**src/design/nvp_pkg.sv**
```systemverilog
// Shared types, character codes and classification functions for the name/value tokenizer.
package nvp_pkg;

  localparam int unsigned CharW = 8;
  localparam int unsigned RoleW = 2;

  typedef logic [CharW-1:0] char_t;

  typedef enum logic [2:0] {
    MODE_SEEK_NAME   = 3'd0,
    MODE_IN_NAME     = 3'd1,
    MODE_SEEK_EQ     = 3'd2,
    MODE_SEEK_VALUE  = 3'd3,
    MODE_IN_QUOTED   = 3'd4,
    MODE_IN_UNQUOTED = 3'd5,
    MODE_FAILED      = 3'd6
  } mode_t;

  typedef enum logic [RoleW-1:0] {
    ROLE_SKIP  = 2'd0,
    ROLE_NAME  = 2'd1,
    ROLE_VALUE = 2'd2
  } role_t;

  localparam char_t CH_END    = 8'h00;
  localparam char_t CH_TAB    = 8'h09;
  localparam char_t CH_LF     = 8'h0A;
  localparam char_t CH_CR     = 8'h0D;
  localparam char_t CH_SPACE  = 8'h20;
  localparam char_t CH_DQUOTE = 8'h22;
  localparam char_t CH_SQUOTE = 8'h27;
  localparam char_t CH_COMMA  = 8'h2C;
  localparam char_t CH_SEMI   = 8'h3B;
  localparam char_t CH_EQ     = 8'h3D;

  typedef struct packed {
    logic [RoleW-1:0] role;
    logic             pair_done;
    logic             parse_failed;
    logic             string_end;
  } result_t;

  function automatic logic is_sep(input char_t c);
    return c inside {CH_COMMA, CH_SEMI, CH_SPACE, CH_TAB, CH_LF, CH_CR};
  endfunction

  function automatic logic is_quote(input char_t c);
    return c inside {CH_SQUOTE, CH_DQUOTE};
  endfunction

endpackage

```
**src/design/nvp_in_stage.sv**
```systemverilog
// Input register: captures one character per transaction and hands it to the parser.
module nvp_in_stage (
  input  logic           clk,
  input  logic           rst_n,
  input  logic           in_valid,
  output logic           in_ready,
  input  nvp_pkg::char_t in_ch,
  output logic           stg_valid,
  input  logic           stg_take,
  output nvp_pkg::char_t stg_ch
);
  import nvp_pkg::*;

  logic  valid_r;
  char_t ch_r;

  // Free slot, or the held character leaves this cycle.
  assign in_ready  = !valid_r || stg_take;
  assign stg_valid = valid_r;
  assign stg_ch    = ch_r;

  always_ff @(posedge clk) begin
    if (!rst_n) begin
      valid_r <= 1'b0;
    end else if (in_ready) begin
      valid_r <= in_valid;
    end
  end

  always_ff @(posedge clk) begin
    if (in_valid && in_ready) begin
      ch_r <= in_ch;
    end
  end

endmodule

```
**src/design/nvp_parser.sv**
```systemverilog
// Parse state machine: tags one character and advances the mode on each step.
module nvp_parser (
  input  logic             clk,
  input  logic             rst_n,
  input  logic             step,
  input  nvp_pkg::char_t   ch,
  output nvp_pkg::result_t res
);
  import nvp_pkg::*;

  mode_t mode_r, mode_nxt;
  logic  dq_r, dq_nxt;

  // Next state.
  always_comb begin
    mode_nxt = mode_r;
    dq_nxt   = dq_r;
    if (ch == CH_END) begin
      mode_nxt = MODE_SEEK_NAME;
      dq_nxt   = 1'b0;
    end else begin
      case (mode_r)
        MODE_IN_NAME: begin
          if (ch == CH_EQ) begin
            mode_nxt = MODE_SEEK_VALUE;
          end else if (is_sep(ch)) begin
            mode_nxt = MODE_SEEK_EQ;
          end
        end
        MODE_SEEK_EQ: begin
          if (ch == CH_EQ) begin
            mode_nxt = MODE_SEEK_VALUE;
          end else if (!is_sep(ch)) begin
            mode_nxt = MODE_FAILED;
          end
        end
        MODE_SEEK_VALUE: begin
          if (is_sep(ch)) begin
            mode_nxt = MODE_SEEK_VALUE;
          end else if (is_quote(ch)) begin
            dq_nxt   = (ch == CH_DQUOTE);
            mode_nxt = MODE_IN_QUOTED;
          end else if (ch == CH_EQ) begin
            mode_nxt = MODE_SEEK_NAME;
          end else begin
            mode_nxt = MODE_IN_UNQUOTED;
          end
        end
        MODE_IN_QUOTED: begin
          if (ch == (dq_r ? CH_DQUOTE : CH_SQUOTE)) begin
            mode_nxt = MODE_SEEK_NAME;
          end
        end
        MODE_IN_UNQUOTED: begin
          if (ch == CH_EQ || is_sep(ch)) begin
            mode_nxt = MODE_SEEK_NAME;
          end
        end
        MODE_FAILED: begin
          mode_nxt = MODE_FAILED;
        end
        default: begin
          if (ch == CH_EQ) begin
            mode_nxt = MODE_SEEK_VALUE;
          end else if (is_sep(ch)) begin
            mode_nxt = MODE_SEEK_NAME;
          end else begin
            mode_nxt = MODE_IN_NAME;
          end
        end
      endcase
    end
  end

  // Outputs.
  always_comb begin
    res = '{role: ROLE_SKIP, pair_done: 1'b0, parse_failed: 1'b0, string_end: 1'b0};
    if (ch == CH_END) begin
      res.string_end = 1'b1;
      case (mode_r)
        MODE_SEEK_VALUE, MODE_IN_QUOTED, MODE_IN_UNQUOTED: res.pair_done = 1'b1;
        MODE_FAILED:                                       res.pair_done = 1'b0;
        default:                                           res.parse_failed = 1'b1;
      endcase
    end else begin
      case (mode_r)
        MODE_IN_NAME: begin
          if (ch != CH_EQ && !is_sep(ch)) begin
            res.role = ROLE_NAME;
          end
        end
        MODE_SEEK_EQ: begin
          res.parse_failed = (ch != CH_EQ) && !is_sep(ch);
        end
        MODE_SEEK_VALUE: begin
          if (ch == CH_EQ) begin
            res.pair_done = 1'b1;
          end else if (!is_sep(ch) && !is_quote(ch)) begin
            res.role = ROLE_VALUE;
          end
        end
        MODE_IN_QUOTED: begin
          if (ch == (dq_r ? CH_DQUOTE : CH_SQUOTE)) begin
            res.pair_done = 1'b1;
          end else begin
            res.role = ROLE_VALUE;
          end
        end
        MODE_IN_UNQUOTED: begin
          if (ch == CH_EQ || is_sep(ch)) begin
            res.pair_done = 1'b1;
          end else begin
            res.role = ROLE_VALUE;
          end
        end
        MODE_FAILED: begin
          res.role = ROLE_SKIP;
        end
        default: begin
          if (ch != CH_EQ && !is_sep(ch)) begin
            res.role = ROLE_NAME;
          end
        end
      endcase
    end
  end

  always_ff @(posedge clk) begin
    if (!rst_n) begin
      mode_r <= MODE_SEEK_NAME;
      dq_r   <= 1'b0;
    end else if (step) begin
      mode_r <= mode_nxt;
      dq_r   <= dq_nxt;
    end
  end

  a_done_xor_fail: assert property (@(posedge clk) disable iff (!rst_n)
    !(res.pair_done && res.parse_failed))
    else $error("pair_done and parse_failed both set");

  a_end_restarts: assert property (@(posedge clk) disable iff (!rst_n)
    step && ch == CH_END |=> mode_r == MODE_SEEK_NAME && !dq_r)
    else $error("end marker did not return parser to start");

  a_failed_silent: assert property (@(posedge clk) disable iff (!rst_n)
    mode_r == MODE_FAILED && ch != CH_END |->
      res.role == ROLE_SKIP && !res.pair_done && !res.parse_failed)
    else $error("failed mode produced a tag or flag");

  a_fail_enters_failed: assert property (@(posedge clk) disable iff (!rst_n)
    step && res.parse_failed && !res.string_end |=> mode_r == MODE_FAILED)
    else $error("mid-string failure did not latch failed mode");

endmodule

```
**src/design/nvp_out_stage.sv**
```systemverilog
// Result register: holds one tagged character until the consumer takes it.
module nvp_out_stage (
  input  logic             clk,
  input  logic             rst_n,
  input  logic             res_valid,
  output logic             res_ready,
  input  nvp_pkg::result_t res,
  output logic             out_valid,
  input  logic             out_ready,
  output nvp_pkg::result_t out_res
);
  import nvp_pkg::*;

  logic    valid_r;
  result_t res_r;

  assign res_ready = !valid_r || out_ready;
  assign out_valid = valid_r;
  assign out_res   = res_r;

  always_ff @(posedge clk) begin
    if (!rst_n) begin
      valid_r <= 1'b0;
    end else if (res_ready) begin
      valid_r <= res_valid;
    end
  end

  always_ff @(posedge clk) begin
    if (res_valid && res_ready) begin
      res_r <= res;
    end
  end

endmodule

```
**src/design/name_value_pair_tokenizer.sv**
```systemverilog
// Top level of the name/value pair tokenizer: input register, parser, result register.
//
// Feed one character per transaction on the in_ channel; each character yields exactly one
// result transaction on the out_ channel carrying its role (0 skipped or delimiter, 1 name,
// 2 value), pair_done on the character that closes a pair, parse_failed where parsing stops
// without a further pair, and string_end on the byte 0 that ends the string, after which the
// parser is back at its start. Throughput is one character per clock cycle, sustained while
// out_ready stays high; a character is held in the input register, and its result is written
// into the result register when the parser steps on it. The rate is set by the parse mode
// register, whose next value is a short function of the current mode and one character.
// in_ready depends combinationally on out_ready through the two register stages. There are
// no configuration registers and no setup after reset.
module name_value_pair_tokenizer (
  input  logic                    clk,
  input  logic                    rst_n,
  input  logic                    in_valid,
  output logic                    in_ready,
  input  logic [7:0]              in_ch,
  output logic                    out_valid,
  input  logic                    out_ready,
  output logic [1:0]              out_role,
  output logic                    out_pair_done,
  output logic                    out_parse_failed,
  output logic                    out_string_end
);
  import nvp_pkg::*;

  logic    stg_valid;
  logic    stg_take;
  char_t   stg_ch;
  logic    res_ready;
  result_t res;
  result_t out_res;

  // Hold the incoming character until the parser can step on it.
  nvp_in_stage u_in (
    .clk       (clk),
    .rst_n     (rst_n),
    .in_valid  (in_valid),
    .in_ready  (in_ready),
    .in_ch     (in_ch),
    .stg_valid (stg_valid),
    .stg_take  (stg_take),
    .stg_ch    (stg_ch)
  );

  // Advance the parser only when its result is written into the result register.
  assign stg_take = stg_valid && res_ready;

  nvp_parser u_parser (
    .clk   (clk),
    .rst_n (rst_n),
    .step  (stg_take),
    .ch    (stg_ch),
    .res   (res)
  );

  nvp_out_stage u_out (
    .clk       (clk),
    .rst_n     (rst_n),
    .res_valid (stg_valid),
    .res_ready (res_ready),
    .res       (res),
    .out_valid (out_valid),
    .out_ready (out_ready),
    .out_res   (out_res)
  );

  assign out_role         = out_res.role;
  assign out_pair_done    = out_res.pair_done;
  assign out_parse_failed = out_res.parse_failed;
  assign out_string_end   = out_res.string_end;

endmodule

```
**config.mk**
```make
export PLATFORM = sky130hd
export DESIGN_NAME = name_value_pair_tokenizer
export DESIGN_NICKNAME = d
export VERILOG_FILES = /design/src/design/nvp_pkg.sv /design/src/design/nvp_in_stage.sv /design/src/design/nvp_parser.sv /design/src/design/nvp_out_stage.sv /design/src/design/name_value_pair_tokenizer.sv
export SDC_FILE = /design/constraint.sdc
export NUM_CORES = 1
export LEC_CHECK = 0
export BUFFER_PORTS_ARGS = -buffer_cell sky130_fd_sc_hd__buf_2
export CORE_MARGIN = 5
export CORE_UTILIZATION = 23
export DETAILED_ROUTE_END_ITERATION = 10
export PLACE_DENSITY_LB_ADDON = 0.05
export SYNTH_ARGS = -nofsm -noshare
export SYNTH_HDL_FRONTEND = slang
export SYNTH_SLANG_ARGS = --single-unit
```
**constraint.sdc**
```tcl
create_clock -name clk -period 2.2 [get_ports clk]
set_clock_uncertainty 0.15 [all_clocks]
set_input_delay 0.22 -clock clk [delete_from_list [all_inputs] [get_ports clk]]
set_output_delay 0.22 -clock clk [all_outputs]
set_load 0.005 [all_outputs]
```
==> key figures <==
Synth
  • Count of cell types in the netlist: 41
  • Post-synth top area cell: edfxtp_1
  • Syn Inst Count: 110
  • Seq/Total Area, Yosys: 0.452
  • Post-Syn Nets: 122
  • Synth warn: 0
  • Netlist Area Pre-Place: 1130 sq um
  • Synth top area cells: edfxtp_1 35%, dfxtp_1 11%, nand2_1 4.7%, mux2i_1 3.5%, nand3_1 2.7%
  • Synth Area per Inst: 10.3 sq um
  • Synth top area share: 0.346
  • Synth Register Bits: 19

Timing
  • Unrepaired setup endpoints after global routing: true
  • Fin. max-slew vios: 0
  • Fin crit period: 2070 ps
  • Worst-Margin Slew: 567 ps
  • Max Freq: 483 MHz
  • Final period util: 0.941
  • Setup TNS Final: 0 ps
  • Final Hold Viols: 0
  • Hold slack: 57.3 ps
  • Final setup viols: 0
  • Max_slew headroom: 0.621

Power and ir drop
  • Leak pwr: 0.591 nW
  • Total power draw: 768 uW
  • IR Drop Worst-Case VDD: 0.457 mV
  • Pwr dens: 514 nW/um^2

Global route
  • Total gr overflow: 0
  • Total GRT Usage: 0.0840
  • Vias in the first global route: 880
  • Initial antenna violation count: 0
  • Largest net degree at the start of global routing: 19
  • First-pass GRT wire length: 4190 microns

Placed design
  • I/O Buffers: 18
  • Post-DP HPWL: 1920 microns
  • Placer Congestion: 0.722

Run
  • Max-cap viol count: 0

Outcome
  • Status: completed

Finish
  • Layout Nets: 158
  • Finished Core Util: 0.315
  • Area Overhead vs Synth: 32.6%
  • Layout cells sized above 1: 0.310
  • Diode count: 0

Worst setup path
  • CP startpoint kind: flop
  • Worst Path Max Fanout: 6
  • Critical path data required time: 2230 ps
  • CP Capture Type: flop
  • Worst Path Arrival: 2100 ps
  • WS Path Type: reg2reg

Floorplan
  • Die H: 80.1 microns
  • I/O pin total: 19
  • Site row count: 25
  • Die area: 6410 sq um
  • Die W: 80.1 microns
  • Core area: 4750 sq um
  • Starting density of the core: 0.237

Clock network
  • CTS tree: done
  • Clock buffer depth: 2
  • Worst-Skew Late Latency: 250 ps
  • CTS root buffer: clkbuf_8
  • Clk slew on worst S/H paths: 70 ps
  • Max H-tree Level: 1
  • CTS Buf Count: 3
  • CTS sink count: 19

Routing
  • Initial DRC Count: 29
  • Routed Antenna Nets: 0
  • Final wirelength: 2570 microns
  • DR WL/cell: 12.1 microns
  • Via density: 4.50
  • Remaining DRCs: 0
  • Drt pass-1 iters: 4
  • Via count: 954

Hold path
  • HP Class: in2reg
-- power breakdown --
group | leakage (nW) | internal [mW] | switching [mW]
Combinational | 0.393 | 0.0569 | 0.0499
Sequential | 0.172 | 0.401 | 0.0215
Clock | 0.0255 | 0.126 | 0.114
Total | 0.591 | 0.583 | 0.185
-- state kept, by name, indices dropped and copies added, names as in the netlist --
| signal | cells |
|---|---|
| u_parser.dq_r | 1 |
| u_out.out_res | 5 |
| u_in.stg_valid | 1 |
| u_out.out_valid | 1 |
| u_parser.mode_r | 3 |
| u_in.stg_ch | 8 |
-- cells in the mapped netlist --
library cell,count
nor2_1,6
o311ai_0,1
nand3_1,6
and3b_1,2
mux2i_1,4
and2_1,1
a31oi_4,1
or3_1,1
nor3_1,5
nor2b_1,4
a211o_1,2
o211ai_1,1
o2111ai_1,2
clkbuf_1,3
a21bo_2,1
nand2b_1,2
buf_2,4
nand3b_2,1
dfxtp_1,6
and3_2,1
and4_2,1
nor3b_1,4
o32ai_1,1
o21ai_1,1
o21ai_0,2
o31ai_2,1
inv_1,2
a21oi_1,4
o21a_1,2
and4b_1,1
edfxtp_1,13
xnor2_1,1
nand4b_2,1
a211oi_1,2
and4_1,1
nand2_1,14
mux2_2,1
nor4_4,1
o2111ai_2,1
a41oi_2,1
o31ai_1,1
-- per-stage QoR --
step	std cells	setup WS, ps	area, sq um
floorplan	110	215	1130
global placement	197	73.1	1340
detailed placement	197	31.6	1340
CTS	209	43.0	1470
global route	212	-8.97	1500
finish	212	129	1500
-- final cells by class --
class	instances	area (sq um)
clock buffers	3	41.3
repair buffers	38	260
clock inverters	1	5.00
flip-flops and latches	19	510
fillers	518	3260
inverters	2	7.51
multi-input cells	82	588
well taps	67	83.8
-- cells in the final DEF (no fill, tap or decap), types with 3 or more instances in the layout --
master	n
buf_2	18
nand2_1	14
edfxtp_1	13
buf_4	12
dlygate4sd3_1	8
nor2_1	6
nand3_1	6
dfxtp_1	6
nor3_1	5
nor3b_1	4
nor2b_1	4
a21oi_1	4
mux2i_1	4
clkbuf_8	3
-- path summary, 6_finish.rpt --
check                  from                 end  depth (start not counted)  slack [ps]
max reg2reg  u_in.stg_ch[2]  u_parser.mode_r[0]                          7         130
min                in_valid      u_in.stg_valid                          3          60
max          u_in.stg_ch[2]  u_parser.mode_r[0]                          7         130
min reg2reg  u_in.stg_valid     u_out.out_valid                          1         380
-- routing by layer --
layer / global-route usage / wire length (microns)
met5: 0 / 0
met4: 0.0152 / 21
met3: 0.0280 / 124
met2: 0.129 / 1120
met1: 0.115 / 1310
-- worst max-delay path, cell delays in order (launching register included) --
cell	delay, ps
edfxtp_1	470
buf_4	180
and4_1	240
nand4b_4	160
a211oi_1	270
nor3_1	100
a211o_1	280
mux2i_1	150
-- repair_timing --
item	CTS	global route
endpoints found under the setup margin	1	5
setup buffers	0	3
cloned	0	0
pin swaps	1	1
resized for setup	0	4
hold buffers	8	0
hold endpoints to repair	8	0
-- kinds of logic after synthesis --
group	share of synthesized area
AND/OR/NAND/NOR	0.276
AO/OA/AOI/OAI	0.184
flip-flops	0.452
buffers and inverters	0.0344
multiplexers	0.0455
XOR/XNOR	0.00776
No activity file was read; power rests on OpenSTA's default activity.
